[src/design/pipc_pkg.sv]
`timescale 1ns / 1ps
// ----------------------------------------------------------------------------
// pipc_pkg: shared types and helpers for the point-in-polygon crossing unit
// Coordinate width, channel payloads, edge records and the edge classifier.
// ----------------------------------------------------------------------------
package pipc_pkg;

  localparam int COORD_BITS = 16;
  localparam int FIELD_W    = 16;
  localparam int Q_DEPTH    = 4;
  localparam int Q_AW       = $clog2(Q_DEPTH);
  localparam int PROD_W     = 2 * COORD_BITS + 2;
  localparam int DIFF_W     = PROD_W + 1;

  localparam logic [1:0] EK_NONE  = 2'd0;
  localparam logic [1:0] EK_HIT   = 2'd1;
  localparam logic [1:0] EK_CROSS = 2'd2;

  typedef logic signed [COORD_BITS-1:0] coord_t;
  typedef logic signed [COORD_BITS:0]   delta_t;
  typedef logic signed [PROD_W-1:0]     prod_t;
  typedef logic signed [DIFF_W-1:0]     diff_t;

  typedef struct packed {
    logic signed [FIELD_W-1:0] point_x;
    logic signed [FIELD_W-1:0] point_y;
    logic signed [FIELD_W-1:0] vertex_x;
    logic signed [FIELD_W-1:0] vertex_y;
    logic                      first_vertex;
    logic                      last_vertex;
  } in_item_t;

  typedef struct packed {
    logic inside_or_on;
    logic on_contour;
  } out_item_t;

  // classified edge, y rising, before the products are formed
  typedef struct packed {
    logic [1:0] kind;
    delta_t     dy;
    delta_t     dx;
    delta_t     ex;
    delta_t     ey;
  } edge_op_t;

  // edge with its two cross-product terms
  typedef struct packed {
    logic [1:0] kind;
    prod_t      p1;
    prod_t      p2;
  } edge_res_t;

  typedef struct packed {
    logic      first;
    logic      last;
    edge_res_t e0;
    edge_res_t e1;
  } q_entry_t;

  typedef struct packed {
    logic          valid;
    logic [Q_AW:0] count;
  } q_stat_t;

  function automatic coord_t to_coord(logic [FIELD_W-1:0] f);
    logic [COORD_BITS-1:0] t;
    t = COORD_BITS'(f);
    return $signed(t);
  endfunction

  function automatic edge_op_t classify(coord_t px, coord_t py, coord_t ax, coord_t ay,
                                        coord_t bx, coord_t by);
    edge_op_t r;
    delta_t   dy_raw;
    coord_t   lx;
    coord_t   ly;
    coord_t   hy;
    r      = '0;
    r.kind = EK_NONE;
    dy_raw = delta_t'(by) - delta_t'(ay);
    if (dy_raw == '0) begin
      if (py == ay && ((bx <= px && px <= ax) || (ax <= px && px <= bx))) begin
        r.kind = EK_HIT;
      end
    end else begin
      // orient so that y rises
      if (dy_raw < 0) begin
        lx   = bx;
        ly   = by;
        hy   = ay;
        r.dx = delta_t'(ax) - delta_t'(bx);
        r.dy = -dy_raw;
      end else begin
        lx   = ax;
        ly   = ay;
        hy   = by;
        r.dx = delta_t'(bx) - delta_t'(ax);
        r.dy = dy_raw;
      end
      r.ex = delta_t'(px) - delta_t'(lx);
      r.ey = delta_t'(py) - delta_t'(ly);
      if (py < ly || py > hy) begin
        r.kind = EK_NONE;
      end else if (py == ly) begin
        r.kind = (px == lx) ? EK_HIT : EK_NONE;
      end else begin
        r.kind = EK_CROSS;
      end
    end
    return r;
  endfunction

endpackage

[src/design/pipc_front.sv]
`timescale 1ns / 1ps
// ----------------------------------------------------------------------------
// pipc_front: vertex intake and edge classification
// Tracks start and previous vertex, classifies the incoming and closing edge,
// forms the cross-product terms and pushes one record per vertex.
// ----------------------------------------------------------------------------
module pipc_front (
  input  logic                clk,
  input  logic                rst_n,
  input  logic                in_valid,
  output logic                in_stall,
  input  pipc_pkg::in_item_t  in_data,
  input  pipc_pkg::q_stat_t   q_stat,
  output logic                push,
  output pipc_pkg::q_entry_t  push_data
);
  import pipc_pkg::*;

  coord_t   start_x_r, start_y_r, prev_x_r, prev_y_r;
  coord_t   px, py, vx, vy, cx, cy;
  logic     f_valid_r, f_valid_nxt;
  logic     f_first_r, f_last_r;
  edge_op_t f_e0_r, f_e1_r;
  edge_op_t e0, e1;
  logic     acc;
  logic [Q_AW:0] credit_used;

  // reserve a queue slot for the record still in the stage register
  assign credit_used = q_stat.count + (Q_AW+1)'(f_valid_r);
  assign in_stall    = credit_used >= (Q_AW+1)'(Q_DEPTH);
  assign acc         = in_valid && !in_stall;

  always_comb begin
    px = to_coord(in_data.point_x);
    py = to_coord(in_data.point_y);
    vx = to_coord(in_data.vertex_x);
    vy = to_coord(in_data.vertex_y);
    cx = in_data.first_vertex ? vx : start_x_r;
    cy = in_data.first_vertex ? vy : start_y_r;
    e0 = classify(px, py, prev_x_r, prev_y_r, vx, vy);
    e1 = classify(px, py, vx, vy, cx, cy);
    if (in_data.first_vertex) e0.kind = EK_NONE;
    if (!in_data.last_vertex) e1.kind = EK_NONE;
  end

  assign f_valid_nxt = acc;

  always_ff @(posedge clk) begin
    if (!rst_n) begin
      f_valid_r <= 1'b0;
    end else begin
      f_valid_r <= f_valid_nxt;
    end
  end

  always_ff @(posedge clk) begin
    if (acc) begin
      if (in_data.first_vertex) begin
        start_x_r <= vx;
        start_y_r <= vy;
      end
      prev_x_r  <= vx;
      prev_y_r  <= vy;
      f_first_r <= in_data.first_vertex;
      f_last_r  <= in_data.last_vertex;
      f_e0_r    <= e0;
      f_e1_r    <= e1;
    end
  end

  // products land in the queue register
  always_comb begin
    push_data.first   = f_first_r;
    push_data.last    = f_last_r;
    push_data.e0.kind = f_e0_r.kind;
    push_data.e0.p1   = prod_t'(f_e0_r.dy) * prod_t'(f_e0_r.ex);
    push_data.e0.p2   = prod_t'(f_e0_r.dx) * prod_t'(f_e0_r.ey);
    push_data.e1.kind = f_e1_r.kind;
    push_data.e1.p1   = prod_t'(f_e1_r.dy) * prod_t'(f_e1_r.ex);
    push_data.e1.p2   = prod_t'(f_e1_r.dx) * prod_t'(f_e1_r.ey);
  end

  assign push = f_valid_r;

endmodule

[src/design/pipc_queue.sv]
`timescale 1ns / 1ps
// ----------------------------------------------------------------------------
// pipc_queue: short edge-record queue
// Register FIFO between classification and accumulation.
// ----------------------------------------------------------------------------
module pipc_queue (
  input  logic                clk,
  input  logic                rst_n,
  input  logic                push,
  input  pipc_pkg::q_entry_t  push_data,
  input  logic                pop,
  output pipc_pkg::q_entry_t  head,
  output pipc_pkg::q_stat_t   q_stat
);
  import pipc_pkg::*;

  q_entry_t      mem_r [Q_DEPTH];
  logic [Q_AW-1:0] wr_ptr_r, wr_ptr_nxt, rd_ptr_r, rd_ptr_nxt;
  logic [Q_AW:0]   count_r, count_nxt;

  always_comb begin
    wr_ptr_nxt = push ? wr_ptr_r + 1'b1 : wr_ptr_r;
    rd_ptr_nxt = pop  ? rd_ptr_r + 1'b1 : rd_ptr_r;
    count_nxt  = count_r + (Q_AW+1)'(push) - (Q_AW+1)'(pop);
  end

  always_ff @(posedge clk) begin
    if (!rst_n) begin
      wr_ptr_r <= '0;
      rd_ptr_r <= '0;
      count_r  <= '0;
    end else begin
      wr_ptr_r <= wr_ptr_nxt;
      rd_ptr_r <= rd_ptr_nxt;
      count_r  <= count_nxt;
    end
  end

  always_ff @(posedge clk) begin
    if (push) begin
      mem_r[wr_ptr_r] <= push_data;
    end
  end

  assign head         = mem_r[rd_ptr_r];
  assign q_stat.valid = count_r != '0;
  assign q_stat.count = count_r;

  a_no_overflow: assert property (@(posedge clk) disable iff (!rst_n)
    (push && !pop) |-> count_r != (Q_AW+1)'(Q_DEPTH))
    else $error("edge queue overflow");

  a_no_underflow: assert property (@(posedge clk) disable iff (!rst_n)
    pop |-> count_r != '0)
    else $error("edge queue underflow");

endmodule

[src/design/pipc_back.sv]
`timescale 1ns / 1ps
// ----------------------------------------------------------------------------
// pipc_back: parity and contour accumulation
// Resolves cross-product signs, keeps parity and the sticky contour flag,
// and registers one result per closed polygon.
// ----------------------------------------------------------------------------
module pipc_back (
  input  logic                clk,
  input  logic                rst_n,
  input  pipc_pkg::q_stat_t   q_stat,
  input  pipc_pkg::q_entry_t  head,
  output logic                pop,
  output logic                out_valid,
  input  logic                out_stall,
  output pipc_pkg::out_item_t out_data
);
  import pipc_pkg::*;

  logic      par_r, par_nxt, con_r, con_nxt;
  logic      out_valid_r, out_valid_nxt;
  out_item_t out_data_r;
  logic      t0, h0, t1, h1, par_new, con_new;

  function automatic logic [1:0] resolve(edge_res_t e);
    diff_t d;
    logic  tog;
    logic  hit;
    d   = diff_t'(e.p1) - diff_t'(e.p2);
    tog = 1'b0;
    hit = 1'b0;
    case (e.kind)
      EK_HIT:   hit = 1'b1;
      EK_CROSS: begin
        hit = d == '0;
        tog = d > 0;
      end
      default:  ;
    endcase
    return {tog, hit};
  endfunction

  assign pop = q_stat.valid && (!out_valid_r || !out_stall);

  always_comb begin
    {t0, h0} = resolve(head.e0);
    {t1, h1} = resolve(head.e1);
    // a first vertex starts from a clean state
    par_new  = (head.first ? 1'b0 : par_r) ^ t0 ^ t1;
    con_new  = (head.first ? 1'b0 : con_r) | h0 | h1;
    par_nxt  = par_r;
    con_nxt  = con_r;
    if (pop) begin
      par_nxt = head.last ? 1'b0 : par_new;
      con_nxt = head.last ? 1'b0 : con_new;
    end
    out_valid_nxt = (out_valid_r && out_stall) || (pop && head.last);
  end

  always_ff @(posedge clk) begin
    if (!rst_n) begin
      par_r       <= 1'b0;
      con_r       <= 1'b0;
      out_valid_r <= 1'b0;
    end else begin
      par_r       <= par_nxt;
      con_r       <= con_nxt;
      out_valid_r <= out_valid_nxt;
    end
  end

  always_ff @(posedge clk) begin
    if (pop && head.last) begin
      out_data_r.inside_or_on <= par_new | con_new;
      out_data_r.on_contour   <= con_new;
    end
  end

  assign out_valid = out_valid_r;
  assign out_data  = out_data_r;

endmodule

[src/design/point_in_polygon_crossing_unit.sv]
`timescale 1ns / 1ps
// ----------------------------------------------------------------------------
// point_in_polygon_crossing_unit: streaming crossing-number polygon test
// Feeds one vertex per transfer with the test point; one result per polygon.
// ----------------------------------------------------------------------------
// Input channel (in_valid / in_stall / in_data): one vertex per transfer with
// the test point, first_vertex opening and last_vertex closing a polygon.
// Output channel (out_valid / out_stall / out_data): one transfer per closed
// polygon, carrying inside_or_on and on_contour.
// Throughput: one vertex per cycle, sustained, while the receiver keeps up.
// A result passes from its last vertex through the classify stage register, the
// edge queue and the result register before it is presented.
// The front holds in_stall high when the 4-entry edge queue plus the record
// in flight in the classify stage would fill it; this sets the throughput
// under backpressure. A stalled result holds in the output register and the
// back stops draining the queue, which then fills and raises in_stall.
// Reset (rst_n low, synchronous) empties the queue, drops any pending result
// and clears parity and the contour flag; start and previous vertex are
// undefined until the first vertex of a polygon is seen.
// ----------------------------------------------------------------------------
module point_in_polygon_crossing_unit (
  input  logic                clk,
  input  logic                rst_n,
  input  logic                in_valid,
  output logic                in_stall,
  input  pipc_pkg::in_item_t  in_data,
  output logic                out_valid,
  input  logic                out_stall,
  output pipc_pkg::out_item_t out_data
);
  import pipc_pkg::*;

  q_stat_t  q_stat;
  q_entry_t push_data, head;
  logic     push, pop;

  pipc_front u_front (
    .clk       (clk),
    .rst_n     (rst_n),
    .in_valid  (in_valid),
    .in_stall  (in_stall),
    .in_data   (in_data),
    .q_stat    (q_stat),
    .push      (push),
    .push_data (push_data)
  );

  pipc_queue u_queue (
    .clk       (clk),
    .rst_n     (rst_n),
    .push      (push),
    .push_data (push_data),
    .pop       (pop),
    .head      (head),
    .q_stat    (q_stat)
  );

  pipc_back u_back (
    .clk       (clk),
    .rst_n     (rst_n),
    .q_stat    (q_stat),
    .head      (head),
    .pop       (pop),
    .out_valid (out_valid),
    .out_stall (out_stall),
    .out_data  (out_data)
  );

  a_credit: assert property (@(posedge clk) disable iff (!rst_n)
    (q_stat.count + (Q_AW+1)'(push)) <= (Q_AW+1)'(Q_DEPTH))
    else $error("queue credit exceeded");

  a_push_follows: assert property (@(posedge clk) disable iff (!rst_n)
    (in_valid && !in_stall) |=> push)
    else $error("accepted vertex not pushed");

endmodule

[config.mk]
export PLATFORM = sky130hd
export DESIGN_NAME = point_in_polygon_crossing_unit
export DESIGN_NICKNAME = d
export VERILOG_FILES = /design/src/design/pipc_pkg.sv /design/src/design/pipc_front.sv /design/src/design/pipc_queue.sv /design/src/design/pipc_back.sv /design/src/design/point_in_polygon_crossing_unit.sv
export SDC_FILE = /design/constraint.sdc
export NUM_CORES = 2
export LEC_CHECK = 0
export ABC_AREA = 0
export BUFFER_PORTS_ARGS = -buffer_cell sky130_fd_sc_hd__buf_4
export CORE_MARGIN = 2
export CORE_UTILIZATION = 55
export DETAILED_ROUTE_END_ITERATION = 8
export MAX_ROUTING_LAYER = met4
export PLACE_DENSITY = 0.7
export SYNTH_ARGS = -nofsm -noshare
export SYNTH_HDL_FRONTEND = slang
export SYNTH_SLANG_ARGS = --single-unit
export TNS_END_PERCENT = 100
[constraint.sdc]
create_clock -name clk -period 9.5 [get_ports clk]
set_clock_uncertainty 0.15 [all_clocks]
set_input_delay 0 -clock clk [delete_from_list [all_inputs] [get_ports clk]]
set_output_delay 0 -clock clk [all_outputs]
set_load 0.05 [all_outputs]
==> results_dict.tcl <==
set metrics [dict create \
    status "finished, final reports clean" \
    setup_tns_ns 0 \
    synth_edf_count 776 \
    grt_pass1_wl_um 359000 \
    syn2layout_area_growth_pct 8.03 \
    yosys-top-cells-area "fa_1 28%, edfxtp_1 27%, ha_1 9.6%, inv_1 6.5%, and2_1 4.4%" \
    vias 59600 \
    clock-sinks 789 \
    max-slew-margin-rel_pct 10.9 \
    syn-mean-instance-area_sq_um 10.6 \
    synth_seq_area_share_pct 27.3 \
    tightest_slew_ns 1.34 \
    postSynthCellCount 8101 \
    cts_buffers 91 \
    setup_viol 0 \
    yosys_warnings 0 \
    port_buffers 73 \
    die_h_um 400 \
    critPathSlowestCell "dlygate4sd3_1" \
    syn-cell-area_sq_um 86200 \
    post-route-drc-count 0 \
    num_rows 145 \
    cpMostUsedCell "o21ai_0" \
    finalHoldWorstSlack_ns 0.156 \
    final_net_count 10100 \
    fmax_mhz 121 \
    drt-total-wl_um 233000 \
    synth.cells.most_frequent "1492 x inv_1, 1194 x fa_1, 776 x edfxtp_1, 717 x nand2_1, 664 x ha_1" \
    grt_pass1_vias 61500 \
    crit_path_max_incr_delay_ns 0.57 \
    ios 74 \
    synth_top_area_share_pct 27.7 \
    cts_tree "done" \
    die-area_sq_um 160000 \
    gr-usage-all-layers_pct 30.7 \
    synth-async-reset-ratio_pct 0 \
    final_util_pct 59.8 \
    cts.htree.levels 3 \
    initial_core_util_pct 55.3 \
    min-delay-path-class "in2reg" \
    post_cts_resized 0 \
    overflow 0 \
    fin_crit_ns 8.26 \
    worst-setup-path-type "reg2reg" \
    dp_hpwl_um 181000 \
    cp-end-kind "register" \
    synth-seq-cells 789 \
    yosysMostFrequentCell "inv_1" \
    antenna_found_initial 12 \
    grt_max_degree 150 \
    drt-initial-drc-count 5531 \
    postCtsSetupBuffers 0 \
    min_period_over_period_pct 86.9 \
    coreArea_sq_um 156000 \
    root_buffer "clkbuf_16" \
    arrival_ns 8.70 \
    clock_latency_ns 0.73 \
    crit_family "compound AO/OA/AOI/OAI gates" \
    max_cap_violations 0 \
    critical_path_required_ns 9.94 \
    drtPass1Iterations 6 \
    rsz0062_at_grt "no" \
    clockBufferDepth 3 \
    hold_violations 0 \
    viasPerCell 5.78 \
    synth_top_flop_cell "edfxtp_1" \
    drv_slew 0 \
    wl_per_cell_um 22.5 \
    ant_nets 0 \
    critPathMaxFanout 64 \
    globalplace.congestion 0.997 \
    cp_num_buf_inv 4 \
    die_w_um 400 \
    drive_gt1_share_pct 5.28 \
    synth.net_count 10000 \
    yosysTopAreaCell "fa_1" \
    synth_cell_types 92 \
    cp-start-kind "register" \
    clk_pin_slew_worst_paths_ns 0.06 \
]
layer usage:
| metal | wire, um | track usage, % |
|---|---|---|
| met2 | 108000 | 47.2 |
| met1 | 96300 | 41.6 |
| met4 | 9850 | 11.3 |
| met5 | 0 | - |
| met3 | 18100 | 4.63 |
layout by cell type, fill, tap and decap left out, types with 84 or more instances in the layout:
cell and count:
edfxtp_1 776, nor3_1 87, clkbuf_16 93, nand2_1 717, fa_1 1194, nor2_1 382
buf_4 106, and2_1 598, dlygate4sd3_1 130, xnor2_1 194, mux4_2 143, nor2b_1 84
a21oi_1 298, inv_1 1492, o21ai_0 226, ha_1 662, a21o_1 118, xor2_1 104
cell families (layout without fill, tap and decap cells):
group | count (synthesis) | count (layout) | synth area share [%]
XOR/XNOR | 298 | 298 | 3.03
AO/OA/AOI/OAI | 1001 | 1001 | 7.44
adder cells (fa/ha/maj) | 1858 | 1858 | 37.4
other | 0 | 9 | 0
buffers and inverters | 1749 | 1898 | 7.63
multiplexers | 207 | 207 | 4.48
AND/OR/NAND/NOR | 2199 | 2199 | 12.7
flip-flops | 789 | 789 | 27.3
through the flow:
stage | cells | cell area, sq um | setup WS [ns]
finish | 10300 | 93100 | 1.24
floorplan | 8101 | 86200 | 2.38
global placement | 10000 | 88700 | 2.06
detailed placement | 10000 | 88700 | 1.88
CTS | 10300 | 93100 | 1.39
global route | 10300 | 93100 | 0.754
flip-flops by register name, summed over array words and instances, names as in the netlist, 2 cells and up, named ones only:
register           cells
u_back.out_data        2
u_front.f_e0_r        68
u_front.f_e1_r        68
u_front.prev_x_r      16
u_front.prev_y_r      16
u_front.push_data      4
u_front.start_x_r     16
u_front.start_y_r     16
u_queue.count_r        3
u_queue.mem_r        568
u_queue.rd_ptr_r       2
u_queue.wr_ptr_r       2
worst paths after layout:
path | start | depth (start not counted) | endpoint | slack [ns]
hold reg to reg | u_back.par_r$_SDFFE_PN0P_ | 2 | u_back.par_r$_SDFFE_PN0P_ | 0.34
setup / recovery | u_front.start_y_r[0]$_DFFE_PP_ | 30 | u_front.push_data[69]$_SDFFCE_PP0P_ | 1.24
hold / removal | out_stall | 4 | u_back.con_r$_SDFFE_PN0P_ | 0.16
setup reg to reg | u_front.start_y_r[0]$_DFFE_PP_ | 30 | u_front.push_data[69]$_SDFFCE_PP0P_ | 1.24
worst register-to-register path, delay by kind of cell, from the launching register on:
family	cells	cell delay, ns
AO/OA/AOI/OAI	21	4.64
multiplexers	1	0.22
buffers and inverters	4	1.70
AND/OR/NAND/NOR	1	0.08
adder cells (fa/ha/maj)	3	1.00
flip-flops	1	0.36
layout make-up:
type | count | area [sq um]
Multi-Input combinational cell | 5563 | 56100
Clock buffer | 108 | 2380
Antenna cell | 9 | 22.5
Inverter | 1493 | 5600
Timing Repair Buffer | 240 | 2180
Clock inverter | 57 | 687
Tap cell | 2058 | 2570
Sequential cell | 789 | 23600
Fill cell | 12700 | 62700
timing repair:
| item | 4_1_cts | 5_1_grt |
|---|---|---|
| endpoints found under the setup margin | 0 | 0 |
| hold buffers | 130 | 0 |
| hold endpoints to repair | 220 | 0 |
Power is not shown: default switching activity piles up to over one toggle a cycle in this logic, so the estimate is an artifact.
